## src/hdl/svp_pkg.sv

```systemverilog
// Shared types, constants and state codes of the stepper velocity PI controller.
package svp_pkg;

	// Timer period width and derived saturation mask
	localparam int PERIOD_BITS = 32;
	localparam int QUO_W       = 40;
	localparam logic [QUO_W-1:0] PMASK_Q = (QUO_W'(1) << PERIOD_BITS) - QUO_W'(1);

	// Serial multiplier: accumulator high part and full product width
	localparam int ACC_W  = 27;
	localparam int PROD_W = ACC_W + 32;
	localparam logic [3:0] MUL_LAST = 4'd15;

	// Serial divider: two quotient bits per cycle
	localparam logic [4:0] DIV_LAST = 5'd19;

	// Register map (word index)
	localparam int PADDR_W = 5;
	localparam logic [2:0] REG_SETPOINT  = 3'd0;
	localparam logic [2:0] REG_GAIN_NOW  = 3'd1;
	localparam logic [2:0] REG_GAIN_LAST = 3'd2;
	localparam logic [2:0] REG_MAX_FREQ  = 3'd3;
	localparam logic [2:0] REG_MIN_FREQ  = 3'd4;
	localparam logic [2:0] REG_CLOCK_HZ  = 3'd5;
	localparam logic [2:0] REG_DIR_INV   = 3'd6;

	// Register reset values
	localparam logic [30:0] MAX_FREQ_RST = 31'd2304000;
	localparam logic [30:0] MIN_FREQ_RST = 31'd5120;
	localparam logic [31:0] CLOCK_HZ_RST = 32'd84000000;

	// Status of a serial arithmetic unit
	typedef struct packed {
		logic busy;
		logic done;
	} svp_sts_t;

	// Controller sequence
	typedef enum logic [2:0] {
		ST_IDLE,
		ST_MUL,
		ST_RND,
		ST_SUM,
		ST_CLP,
		ST_DIV,
		ST_FIN
	} svp_state_t;

endpackage

```

## src/hdl/svp_mul.sv

```systemverilog
// Serial dual multiplier: op_a*gain_a + op_b*gain_b, two multiplier bits per cycle.
module svp_mul import svp_pkg::*; (
	input  logic                     clk,
	input  logic                     arst_n,
	input  logic                     start,
	input  logic signed [31:0]       op_a,
	input  logic signed [31:0]       op_b,
	input  logic signed [23:0]       gain_a,
	input  logic signed [23:0]       gain_b,
	output svp_sts_t                 sts,
	output logic signed [PROD_W-1:0] product
);

	logic                    busy_q;
	logic [3:0]              cnt_q;
	logic signed [ACC_W-1:0] acc_q;
	logic [31:0]             lo_q;
	logic [31:0]             a_q;
	logic [31:0]             b_q;

	logic signed [ACC_W-1:0] ga;
	logic signed [ACC_W-1:0] gb;
	logic signed [ACC_W-1:0] t0;
	logic signed [ACC_W-1:0] h0;
	logic signed [ACC_W-1:0] t1;
	logic signed [ACC_W-1:0] h1;
	logic                    last;

	// Two shift-add steps; the top multiplier bit carries negative weight
	always_comb begin
		ga   = ACC_W'(gain_a);
		gb   = ACC_W'(gain_b);
		last = (cnt_q == MUL_LAST);
		t0   = acc_q + (a_q[0] ? ga : '0) + (b_q[0] ? gb : '0);
		h0   = t0 >>> 1;
		t1   = h0 + (a_q[1] ? (last ? -ga : ga) : '0) + (b_q[1] ? (last ? -gb : gb) : '0);
		h1   = t1 >>> 1;
	end

	// Sequence control
	always_ff @(posedge clk or negedge arst_n) begin
		if (!arst_n) begin
			busy_q <= 1'b0;
			cnt_q  <= '0;
		end else if (start) begin
			busy_q <= 1'b1;
			cnt_q  <= '0;
		end else if (busy_q) begin
			cnt_q <= cnt_q + 4'd1;
			if (cnt_q == MUL_LAST) begin
				busy_q <= 1'b0;
			end
		end
	end

	// Operand and partial product shift registers
	always_ff @(posedge clk) begin
		if (start) begin
			a_q   <= op_a;
			b_q   <= op_b;
			acc_q <= '0;
			lo_q  <= '0;
		end else if (busy_q) begin
			acc_q <= h1;
			lo_q  <= {t1[0], t0[0], lo_q[31:2]};
			a_q   <= {2'b00, a_q[31:2]};
			b_q   <= {2'b00, b_q[31:2]};
		end
	end

	assign sts.busy = busy_q;
	assign sts.done = busy_q && (cnt_q == MUL_LAST);
	assign product  = {acc_q, lo_q};

endmodule

```

## src/hdl/svp_div.sv

```systemverilog
// Serial restoring divider, 40-bit dividend by 31-bit divisor, two quotient bits per cycle.
module svp_div import svp_pkg::*; (
	input  logic             clk,
	input  logic             arst_n,
	input  logic             start,
	input  logic [QUO_W-1:0] dividend,
	input  logic [30:0]      divisor,
	output svp_sts_t         sts,
	output logic [QUO_W-1:0] quotient
);

	logic             busy_q;
	logic [4:0]       cnt_q;
	logic [31:0]      rem_q;
	logic [QUO_W-1:0] quo_q;
	logic [30:0]      dv_q;

	logic [31:0]      r0;
	logic [31:0]      rr0;
	logic [31:0]      r1;
	logic [31:0]      rr1;
	logic             ge0;
	logic             ge1;
	logic [QUO_W-1:0] d0;

	// Two shift-compare-subtract steps
	always_comb begin
		r0  = {rem_q[30:0], quo_q[QUO_W-1]};
		ge0 = (r0 >= {1'b0, dv_q});
		rr0 = ge0 ? (r0 - {1'b0, dv_q}) : r0;
		d0  = {quo_q[QUO_W-2:0], ge0};
		r1  = {rr0[30:0], d0[QUO_W-1]};
		ge1 = (r1 >= {1'b0, dv_q});
		rr1 = ge1 ? (r1 - {1'b0, dv_q}) : r1;
	end

	// Sequence control
	always_ff @(posedge clk or negedge arst_n) begin
		if (!arst_n) begin
			busy_q <= 1'b0;
			cnt_q  <= '0;
		end else if (start) begin
			busy_q <= 1'b1;
			cnt_q  <= '0;
		end else if (busy_q) begin
			cnt_q <= cnt_q + 5'd1;
			if (cnt_q == DIV_LAST) begin
				busy_q <= 1'b0;
			end
		end
	end

	// Remainder and quotient shift registers
	always_ff @(posedge clk) begin
		if (start) begin
			rem_q <= '0;
			quo_q <= dividend;
			dv_q  <= divisor;
		end else if (busy_q) begin
			rem_q <= rr1;
			quo_q <= {d0[QUO_W-2:0], ge1};
		end
	end

	assign sts.busy = busy_q;
	assign sts.done = busy_q && (cnt_q == DIV_LAST);
	assign quotient = quo_q;

endmodule

```

## src/hdl/stepper_velocity_pi_period.sv

```systemverilog
// Top level of the stepper velocity PI controller with timer period output.
//
//   channel   direction  handshake            payload
//   input     in         in_valid / in_stall  measured_speed
//   output    out        out_valid / out_stall direction, period_count, compare_value,
//                                             drive_freq, saturated, stopped
//   config    in         APB psel/penable     paddr, pwdata, prdata
//
// A word is taken only while idle; it passes the serial multiply, rounding, sum,
// clamp and the serial divide for the period, and the divide is skipped when the
// new frequency is zero.
// The output register holds a result under out_stall; a new word is taken meanwhile,
// and its result waits in the final step until the register is free.
// Reset restores the register defaults and clears frequency and previous error.
module stepper_velocity_pi_period import svp_pkg::*; (
	input  logic                 clk,
	input  logic                 arst_n,
	// input channel
	input  logic                 in_valid,
	output logic                 in_stall,
	input  logic signed [31:0]   measured_speed,
	// output channel
	output logic                 out_valid,
	input  logic                 out_stall,
	output logic                 direction,
	output logic [31:0]          period_count,
	output logic [31:0]          compare_value,
	output logic signed [31:0]   drive_freq,
	output logic                 saturated,
	output logic                 stopped,
	// configuration port
	input  logic                 psel,
	input  logic                 penable,
	input  logic                 pwrite,
	input  logic [PADDR_W-1:0]   paddr,
	input  logic [31:0]          pwdata,
	output logic [31:0]          prdata,
	output logic                 pready
);

	// Configuration registers
	logic signed [31:0] setpoint_q;
	logic signed [23:0] gain_now_q;
	logic signed [23:0] gain_last_q;
	logic [30:0]        max_freq_q;
	logic [30:0]        min_freq_q;
	logic [31:0]        clock_hz_q;
	logic               dir_inv_q;

	// Controller state and working registers
	svp_state_t         state_q;
	svp_state_t         state_d;
	logic signed [31:0] df_q;
	logic signed [31:0] prev_q;
	logic signed [31:0] err_q;
	logic signed [34:0] rnd_q;
	logic signed [35:0] sum_q;
	logic               sign_q;
	logic               sat_q;
	logic               stop_q;

	// Output register
	logic               out_valid_q;
	logic               dir_q;
	logic [31:0]        period_q;
	logic [31:0]        cmp_q;
	logic signed [31:0] freq_q;
	logic               osat_q;
	logic               ostop_q;

	// Unit interfaces
	svp_sts_t            mul_sts;
	svp_sts_t            div_sts;
	logic signed [PROD_W-1:0] product;
	logic [QUO_W-1:0]    quotient;
	logic                mul_start;
	logic                div_start;

	// Datapath combinational values
	logic                cfg_wr;
	logic                accept;
	logic                load_out;
	logic signed [32:0]  diff;
	logic signed [31:0]  err_sat;
	logic signed [PROD_W-1:0] prod_rnd;
	logic [35:0]         mag;
	logic                sign_c;
	logic                over;
	logic                under;
	logic signed [31:0]  newf;
	logic [30:0]         div_mag;
	logic                clr_prev;
	logic [QUO_W-1:0]    q_m1;
	logic [31:0]         period_c;
	logic [32:0]         period_p1;

	assign pready = 1'b1;
	assign cfg_wr = psel && penable && pwrite && pready;

	// Register writes
	always_ff @(posedge clk or negedge arst_n) begin
		if (!arst_n) begin
			setpoint_q  <= '0;
			gain_now_q  <= '0;
			gain_last_q <= '0;
			max_freq_q  <= MAX_FREQ_RST;
			min_freq_q  <= MIN_FREQ_RST;
			clock_hz_q  <= CLOCK_HZ_RST;
			dir_inv_q   <= 1'b0;
		end else if (cfg_wr) begin
			unique case (paddr[4:2])
				REG_SETPOINT:  setpoint_q  <= pwdata;
				REG_GAIN_NOW:  gain_now_q  <= pwdata[23:0];
				REG_GAIN_LAST: gain_last_q <= pwdata[23:0];
				REG_MAX_FREQ:  max_freq_q  <= pwdata[30:0];
				REG_MIN_FREQ:  min_freq_q  <= pwdata[30:0];
				REG_CLOCK_HZ:  clock_hz_q  <= pwdata;
				REG_DIR_INV:   dir_inv_q   <= pwdata[0];
				default: ;
			endcase
		end
	end

	// Register reads
	always_comb begin
		unique case (paddr[4:2])
			REG_SETPOINT:  prdata = setpoint_q;
			REG_GAIN_NOW:  prdata = 32'(gain_now_q);
			REG_GAIN_LAST: prdata = 32'(gain_last_q);
			REG_MAX_FREQ:  prdata = {1'b0, max_freq_q};
			REG_MIN_FREQ:  prdata = {1'b0, min_freq_q};
			REG_CLOCK_HZ:  prdata = clock_hz_q;
			REG_DIR_INV:   prdata = {31'd0, dir_inv_q};
			default:       prdata = '0;
		endcase
	end

	// Error with saturation to the 32-bit range
	always_comb begin
		diff = 33'(setpoint_q) - 33'(measured_speed);
		if (!diff[32] && diff[31]) begin
			err_sat = 32'sh7FFF_FFFF;
		end else if (diff[32] && !diff[31]) begin
			err_sat = 32'sh8000_0000;
		end else begin
			err_sat = diff[31:0];
		end
	end

	// Round the product sum to Q27.8, ties up
	assign prod_rnd = product + PROD_W'(24'h80_0000);

	// Clamp, deadband and divisor selection
	always_comb begin
		mag      = sum_q[35] ? 36'(-sum_q) : 36'(sum_q);
		sign_c   = !sum_q[35] && (sum_q != '0);
		over     = mag > {5'd0, max_freq_q};
		under    = mag < {5'd0, min_freq_q};
		if (over) begin
			newf    = sign_c ? $signed({1'b0, max_freq_q}) : -$signed({1'b0, max_freq_q});
			div_mag = max_freq_q;
		end else if (under) begin
			newf    = '0;
			div_mag = '0;
		end else begin
			newf    = sum_q[31:0];
			div_mag = mag[30:0];
		end
		clr_prev = over && ((sign_c && !err_q[31] && (err_q != '0)) || (!sign_c && err_q[31]));
	end

	// Period from quotient, saturated to the timer width
	always_comb begin
		q_m1 = quotient - QUO_W'(1);
		if (stop_q) begin
			period_c = PMASK_Q[31:0];
		end else if (quotient == '0) begin
			period_c = '0;
		end else if (q_m1 > PMASK_Q) begin
			period_c = PMASK_Q[31:0];
		end else begin
			period_c = q_m1[31:0];
		end
		period_p1 = {1'b0, period_c} + 33'd1;
	end

	assign in_stall = (state_q != ST_IDLE);
	assign accept   = in_valid && !in_stall;
	assign load_out = (state_q == ST_FIN) && (!out_valid_q || !out_stall);

	// State register
	always_ff @(posedge clk or negedge arst_n) begin
		if (!arst_n) begin
			state_q <= ST_IDLE;
		end else begin
			state_q <= state_d;
		end
	end

	// Next state and unit starts
	always_comb begin
		state_d   = state_q;
		mul_start = 1'b0;
		div_start = 1'b0;
		unique case (state_q)
			ST_IDLE: begin
				if (accept) begin
					mul_start = 1'b1;
					state_d   = ST_MUL;
				end
			end
			ST_MUL: begin
				if (mul_sts.done) begin
					state_d = ST_RND;
				end
			end
			ST_RND: state_d = ST_SUM;
			ST_SUM: state_d = ST_CLP;
			ST_CLP: begin
				if (div_mag == '0) begin
					state_d = ST_FIN;
				end else begin
					div_start = 1'b1;
					state_d   = ST_DIV;
				end
			end
			ST_DIV: begin
				if (div_sts.done) begin
					state_d = ST_FIN;
				end
			end
			ST_FIN: begin
				if (!out_valid_q || !out_stall) begin
					state_d = ST_IDLE;
				end
			end
			default: state_d = ST_IDLE;
		endcase
	end

	// Controller state: frequency and previous error
	always_ff @(posedge clk or negedge arst_n) begin
		if (!arst_n) begin
			df_q   <= '0;
			prev_q <= '0;
		end else if (state_q == ST_CLP) begin
			df_q   <= newf;
			prev_q <= clr_prev ? 32'sd0 : err_q;
		end
	end

	// Working registers along the sequence
	always_ff @(posedge clk) begin
		case (state_q)
			ST_IDLE: err_q <= err_sat;
			ST_RND:  rnd_q <= prod_rnd[PROD_W-1:24];
			ST_SUM:  sum_q <= 36'(df_q) + 36'(rnd_q);
			ST_CLP: begin
				sign_q <= sign_c;
				sat_q  <= over;
				stop_q <= (div_mag == '0);
			end
			default: ;
		endcase
	end

	// Output register valid
	always_ff @(posedge clk or negedge arst_n) begin
		if (!arst_n) begin
			out_valid_q <= 1'b0;
		end else if (load_out) begin
			out_valid_q <= 1'b1;
		end else if (!out_stall) begin
			out_valid_q <= 1'b0;
		end
	end

	// Output register payload
	always_ff @(posedge clk) begin
		if (load_out) begin
			dir_q    <= !(sign_q ^ dir_inv_q);
			period_q <= period_c;
			cmp_q    <= period_p1[32:1];
			freq_q   <= df_q;
			osat_q   <= sat_q;
			ostop_q  <= stop_q;
		end
	end

	assign out_valid     = out_valid_q;
	assign direction     = dir_q;
	assign period_count  = period_q;
	assign compare_value = cmp_q;
	assign drive_freq    = freq_q;
	assign saturated     = osat_q;
	assign stopped       = ostop_q;

	svp_mul u_mul (
		.clk     (clk),
		.arst_n  (arst_n),
		.start   (mul_start),
		.op_a    (err_sat),
		.op_b    (prev_q),
		.gain_a  (gain_now_q),
		.gain_b  (gain_last_q),
		.sts     (mul_sts),
		.product (product)
	);

	svp_div u_div (
		.clk      (clk),
		.arst_n   (arst_n),
		.start    (div_start),
		.dividend ({clock_hz_q, 8'd0}),
		.divisor  (div_mag),
		.sts      (div_sts),
		.quotient (quotient)
	);

	// Multiplier runs only while the sequence waits on it
	a_mul_busy: assert property (@(posedge clk) disable iff (!arst_n)
		mul_sts.busy |-> state_q == ST_MUL)
		else $error("multiplier busy outside multiply step");

	// Divider runs only while the sequence waits on it
	a_div_busy: assert property (@(posedge clk) disable iff (!arst_n)
		div_sts.busy |-> state_q == ST_DIV)
		else $error("divider busy outside divide step");

	// A stopped result carries the all-ones period
	a_stop_period: assert property (@(posedge clk) disable iff (!arst_n)
		out_valid_q && ostop_q |-> period_q == PMASK_Q[31:0])
		else $error("stopped result without saturated period");

	// A loaded result is not lost while the output is stalled
	a_out_hold: assert property (@(posedge clk) disable iff (!arst_n)
		out_valid_q && out_stall |=> out_valid_q)
		else $error("held result dropped under stall");

endmodule
```

## config.mk

```make
export PLATFORM = sky130hd
export DESIGN_NAME = stepper_velocity_pi_period
export DESIGN_NICKNAME = d
export VERILOG_FILES = /design/src/hdl/svp_pkg.sv /design/src/hdl/svp_mul.sv /design/src/hdl/svp_div.sv /design/src/hdl/stepper_velocity_pi_period.sv
export SDC_FILE = /design/constraint.sdc
export NUM_CORES = 2
export LEC_CHECK = 0
export BUFFER_PORTS_ARGS = -buffer_cell sky130_fd_sc_hd__buf_2
export CAP_MARGIN = 10
export CORE_AREA = 5 5 281 283
export CTS_CLUSTER_SIZE = 14
export DETAILED_ROUTE_END_ITERATION = 12
export DIE_AREA = 0 0 286 288
export PLACE_DENSITY = 0.84
export SETUP_SLACK_MARGIN = 0.4
export SLEW_MARGIN = 20
export SYNTH_ARGS = -nofsm -noshare
export SYNTH_HDL_FRONTEND = slang
export SYNTH_SLANG_ARGS = --single-unit
export TNS_END_PERCENT = 10
```

## constraint.sdc

```tcl
create_clock -name clk -period 7.2 [get_ports clk]
set_clock_uncertainty 0.2 [all_clocks]
set_input_delay 0.72 -clock clk [delete_from_list [all_inputs] [get_ports clk]]
set_output_delay 0.72 -clock clk [all_outputs]
set_load 0.03 [all_outputs]
```

==> qor.tcl <==
set qor(slew_viol_final) 0
set qor(cts_buffers) 74
set qor(timing.slew.headroom_pct) 15.5
set qor(synth.cell_area_um2) 43000
set qor(holdCritStartpoint) {pwdata[31]}
set qor(grtUsageMet2_pct) 48.6
set qor(layout.cells.most_common) {sky130_fd_sc_hd__nand2_1}
set qor(cp.required_ns) 7.48
set qor(final-setup-viol-count) 0
set qor(min_delay_path_depth) 2
set qor(antenna_violations_before_repair) 13
set qor(floorplan.die.width_um) 286
set qor(pin_slew_with_the_least_headroom_to_its_limit_ns) 1.25
set qor(end_kind) {flop}
set qor(netlist_instances) 4586
set qor(worst_setup_hold_path_clk_slew_ns) 0.06
set qor(final_layout_size_suffix_gt1_share_pct) 12.9
set qor(totalNegativeSetupSlack_ns) 0
set qor(first_global_vias) 34600
set qor(port_buffers) 206
set qor(largest_register_ffs) 40
set qor(clock.fmax_mhz) 154
set qor(final.fill_count) 6049
set qor(drcViolationCount) 0
set qor(pin_count) 210
set qor(overflow) 0
set qor(run_status) {finished clean}
set qor(ys_seq_elements) 660
set qor(grtUsageMet1_pct) 40.3
set qor(worst-endpoint-arrival_ns) 6.76
set qor(post_synth.cell_area_avg_um2) 9.38
set qor(hpwlAfterDp_mm) 98.4
set qor(tritoncts_num_sinks) 660
set qor(finalWirelength_mm) 131
set qor(timing.critical_path.fanout_max) 30
set qor(buffer_depth_of_the_longest_clock_path) 3
set qor(p_leak_nw) 21.0
set qor(initial_core_util_pct) 56.3
set qor(setup_ws_ns) 0.721
set qor(worst-r2r-cell-count) 26
set qor(dieHeight_um) 288
set qor(finish.net_count) 5108
set qor(min_to) {clock_hz_q[31]}
set qor(detailed_route_vias_per_instance) 6.25
set qor(die_area_um2) 82400
set qor(rows) 102
set qor(grt_first_pass_wirelength_mm) 200
set qor(dr.first_iter.drc_count) 3887
set qor(drt-pass1-iter-count) 6
set qor(r2r_end) {u_div.rem_q[5]}
set qor(htree_num_levels) 3
set qor(synth_top_flop_cell) {sky130_fd_sc_hd__edfxtp_1}
set qor(worst-setup-path-type) {flop to flop}
set qor(yosys_warnings) 0
set qor(tritoncts) {done}
set qor(clockRootBuffer) {sky130_fd_sc_hd__clkbuf_16}
set qor(gr-max-usage-layer) {met2}
set qor(mappedNetlistNets) 4970
set qor(gp_congestion) 1.02
set qor(synth-seq-area-share_pct) 41.4
set qor(power_per_cell_area_nw_per_um2) 570
set qor(clkLatencyLatePin_ns) 0.64
set qor(drtAntennaViolNets) 0
set qor(areaGrowthSynthToFinish_pct) 11.0
set qor(global_route.usage.total_pct) 31.1
set qor(timing.final.crit_period_ns) 6.48
set qor(worst-r2r-setup-slack_ns) 0.72
set qor(grt_max_degree) 153
set qor(globalRouteMet3Util_pct) 6.70
set qor(max_cap_viol_count) 0
set qor(synth-edff-count) 332
set qor(preCtsSetupSlack_ns) 0.808
set qor(design.core.area_um2) 76400
set qor(unrepaired_setup_endpoints_after_global_routing) {yes}
set qor(vias) 36100
set qor(period_share_pct) 90.0
set qor(post_drt_wl_per_cell_um) 22.6
set qor(r2r_start) {u_div.quotient[39]}
set qor(most-common-layout-cells) {sky130_fd_sc_hd__nand2_1, sky130_fd_sc_hd__edfxtp_1, sky130_fd_sc_hd__inv_1, sky130_fd_sc_hd__nor2_1, sky130_fd_sc_hd__o21ai_0}
set qor(worst_vdd_ir_v) 0.000716
set qor(holdCritPathClass) {primary input to flop}
set qor(ys_async_sr_fraction_pct) 38.5
set qor(netlist-cell-type-count) 89
set qor(timing.final.hold_violations) 0
set qor(timing.critical_path.from_type) {flop}
-- through the flow --
| stage | utilization (%) | power (mW) | hold slack (ns) | instance area (um^2) | cells |
|---|---|---|---|---|---|
| 4_1_cts | 62.4 | 27.0 | 0.153 | 47700 | 5773 |
| 3_5_place_dp | 59.0 | 22.8 | 0.281 | 45100 | 5634 |
| 3_3_place_gp | 59.0 | 22.3 | 0.273 | 45100 | 5633 |
| 2_1_floorplan | - | 18.7 | 0.200 | 43000 | 4586 |
| 6_report | 62.5 | 27.2 | 0.181 | 47800 | 5784 |
| 5_1_grt | 62.5 | 29.2 | 0.164 | 47800 | 5777 |
-- Yosys cell counts (39+ instances only) --
master,number,area share (%)
sky130_fd_sc_hd__o21ai_0,258,3.0
sky130_fd_sc_hd__nand2b_1,45,0.65
sky130_fd_sc_hd__inv_1,324,2.8
sky130_fd_sc_hd__mux2i_1,57,1.3
sky130_fd_sc_hd__a22o_1,39,0.79
sky130_fd_sc_hd__o31ai_1,50,0.87
sky130_fd_sc_hd__ha_1,250,7.3
sky130_fd_sc_hd__mux2_2,127,3.3
sky130_fd_sc_hd__nor2_1,324,2.8
sky130_fd_sc_hd__xnor2_1,219,4.5
sky130_fd_sc_hd__fa_1,58,2.7
sky130_fd_sc_hd__dfxtp_1,74,3.4
sky130_fd_sc_hd__a31oi_1,81,1.2
sky130_fd_sc_hd__nor3_1,66,0.77
sky130_fd_sc_hd__nand3_1,104,1.2
sky130_fd_sc_hd__nand2_1,628,5.5
sky130_fd_sc_hd__a22oi_1,73,1.3
sky130_fd_sc_hd__a21o_1,98,1.7
sky130_fd_sc_hd__clkbuf_1,176,1.5
sky130_fd_sc_hd__nand4_1,50,0.73
sky130_fd_sc_hd__a21oi_1,232,2.7
sky130_fd_sc_hd__edfxtp_1,332,23
sky130_fd_sc_hd__dfrtp_1,238,14
sky130_fd_sc_hd__xor2_1,120,2.4
sky130_fd_sc_hd__and2_1,42,0.61
-- routing by layer --
layer  part of all wire (%)  routed length [um]
met1                     38               49900
met2                     44               58000
met3                     10               13500
met4                    7.1                9260
met5                  0.028                  37
-- cells by family (layout without fill, tap and decap cells) --
logic type | after synthesis | in the layout | share of synthesized area, %
simple gates | 1466 | 1466 | 15.6
compound gates | 1095 | 1095 | 16.6
flops | 660 | 660 | 41.4
buf+inv | 529 | 729 | 4.73
xor+xnor | 339 | 339 | 6.90
fa+ha+maj | 312 | 312 | 10.1
mux | 184 | 184 | 4.65
other cells | 1 | 11 | 0.00871
-- cell type report --
cell class / count / area, um^2 / area share (%)
Antenna cell: 10 / 25.0 / 0.0524
Clock buffer: 93 / 2010 / 4.22
Clock inverter: 45 / 593 / 1.24
Inverter: 325 / 1220 / 2.55
Multi-Input combinational cell: 3397 / 23300 / 48.8
Sequential cell: 660 / 17800 / 37.3
Tap cell: 988 / 1240 / 2.59
Timing Repair Buffer: 266 / 1560 / 3.26
-- where the power goes --
part / switching [mW] / total, mW / internal (mW) / leakage [nW]
sequential: 1.33 / 7.07 / 5.74 / 6.88
combinational: 9.48 / 16.1 / 6.67 / 12.9
clock: 1.66 / 4.01 / 2.35 / 1.26
total: 12.5 / 27.2 / 14.8 / 21.0
-- how the worst max path moves through the flow --
stage                             startpoint         endpoint  slack (ns)
after CTS                       u_mul.a_q[0]  u_mul.acc_q[24]        0.77
final                     u_div.quotient[39]   u_div.rem_q[5]        0.72
after global placement    u_div.quotient[39]  u_div.rem_q[17]        0.89
after detailed placement  u_div.quotient[39]  u_div.rem_q[17]        0.81
after global routing      u_div.quotient[39]   u_div.rem_q[5]        0.30
after floorplan           u_div.quotient[39]  u_div.rem_q[21]        1.26
-- repair_timing --
| item | in CTS | in global routing |
|---|---|---|
| hold endpoints to repair | 32 | 0 |
| resized for setup | 0 | 3 |
| hold buffers | 1 | 0 |
| setup buffers | 0 | 0 |
| endpoints found under the setup margin | 0 | 26 |
-- worst max-delay path, stage by stage, from the launching register on --
cell	delay, ns
sky130_fd_sc_hd__edfxtp_1	0.42
sky130_fd_sc_hd__inv_1	0.08
sky130_fd_sc_hd__ha_1	0.16
sky130_fd_sc_hd__inv_1	0.05
sky130_fd_sc_hd__fa_1	0.39
sky130_fd_sc_hd__a21o_1	0.19
sky130_fd_sc_hd__a221oi_1	0.26
sky130_fd_sc_hd__buf_4	0.18
sky130_fd_sc_hd__o221a_2	0.25
sky130_fd_sc_hd__a211oi_1	0.09
sky130_fd_sc_hd__o21ai_0	0.26
sky130_fd_sc_hd__a31oi_1	0.16
sky130_fd_sc_hd__o21a_2	0.42
sky130_fd_sc_hd__nor2_1	0.15
sky130_fd_sc_hd__a21oi_1	0.10
sky130_fd_sc_hd__fa_1	0.48
sky130_fd_sc_hd__a21oi_1	0.17
sky130_fd_sc_hd__nor2b_1	0.08
sky130_fd_sc_hd__o221ai_1	0.28
sky130_fd_sc_hd__a21oi_1	0.20
sky130_fd_sc_hd__a21o_1	0.28
sky130_fd_sc_hd__a21oi_1	0.37
sky130_fd_sc_hd__a21o_1	0.23
sky130_fd_sc_hd__o2111ai_4	0.11
sky130_fd_sc_hd__buf_4	0.29
sky130_fd_sc_hd__o21ai_0	0.34
sky130_fd_sc_hd__a211oi_2	0.12
(Power assumes the default switching activity.)
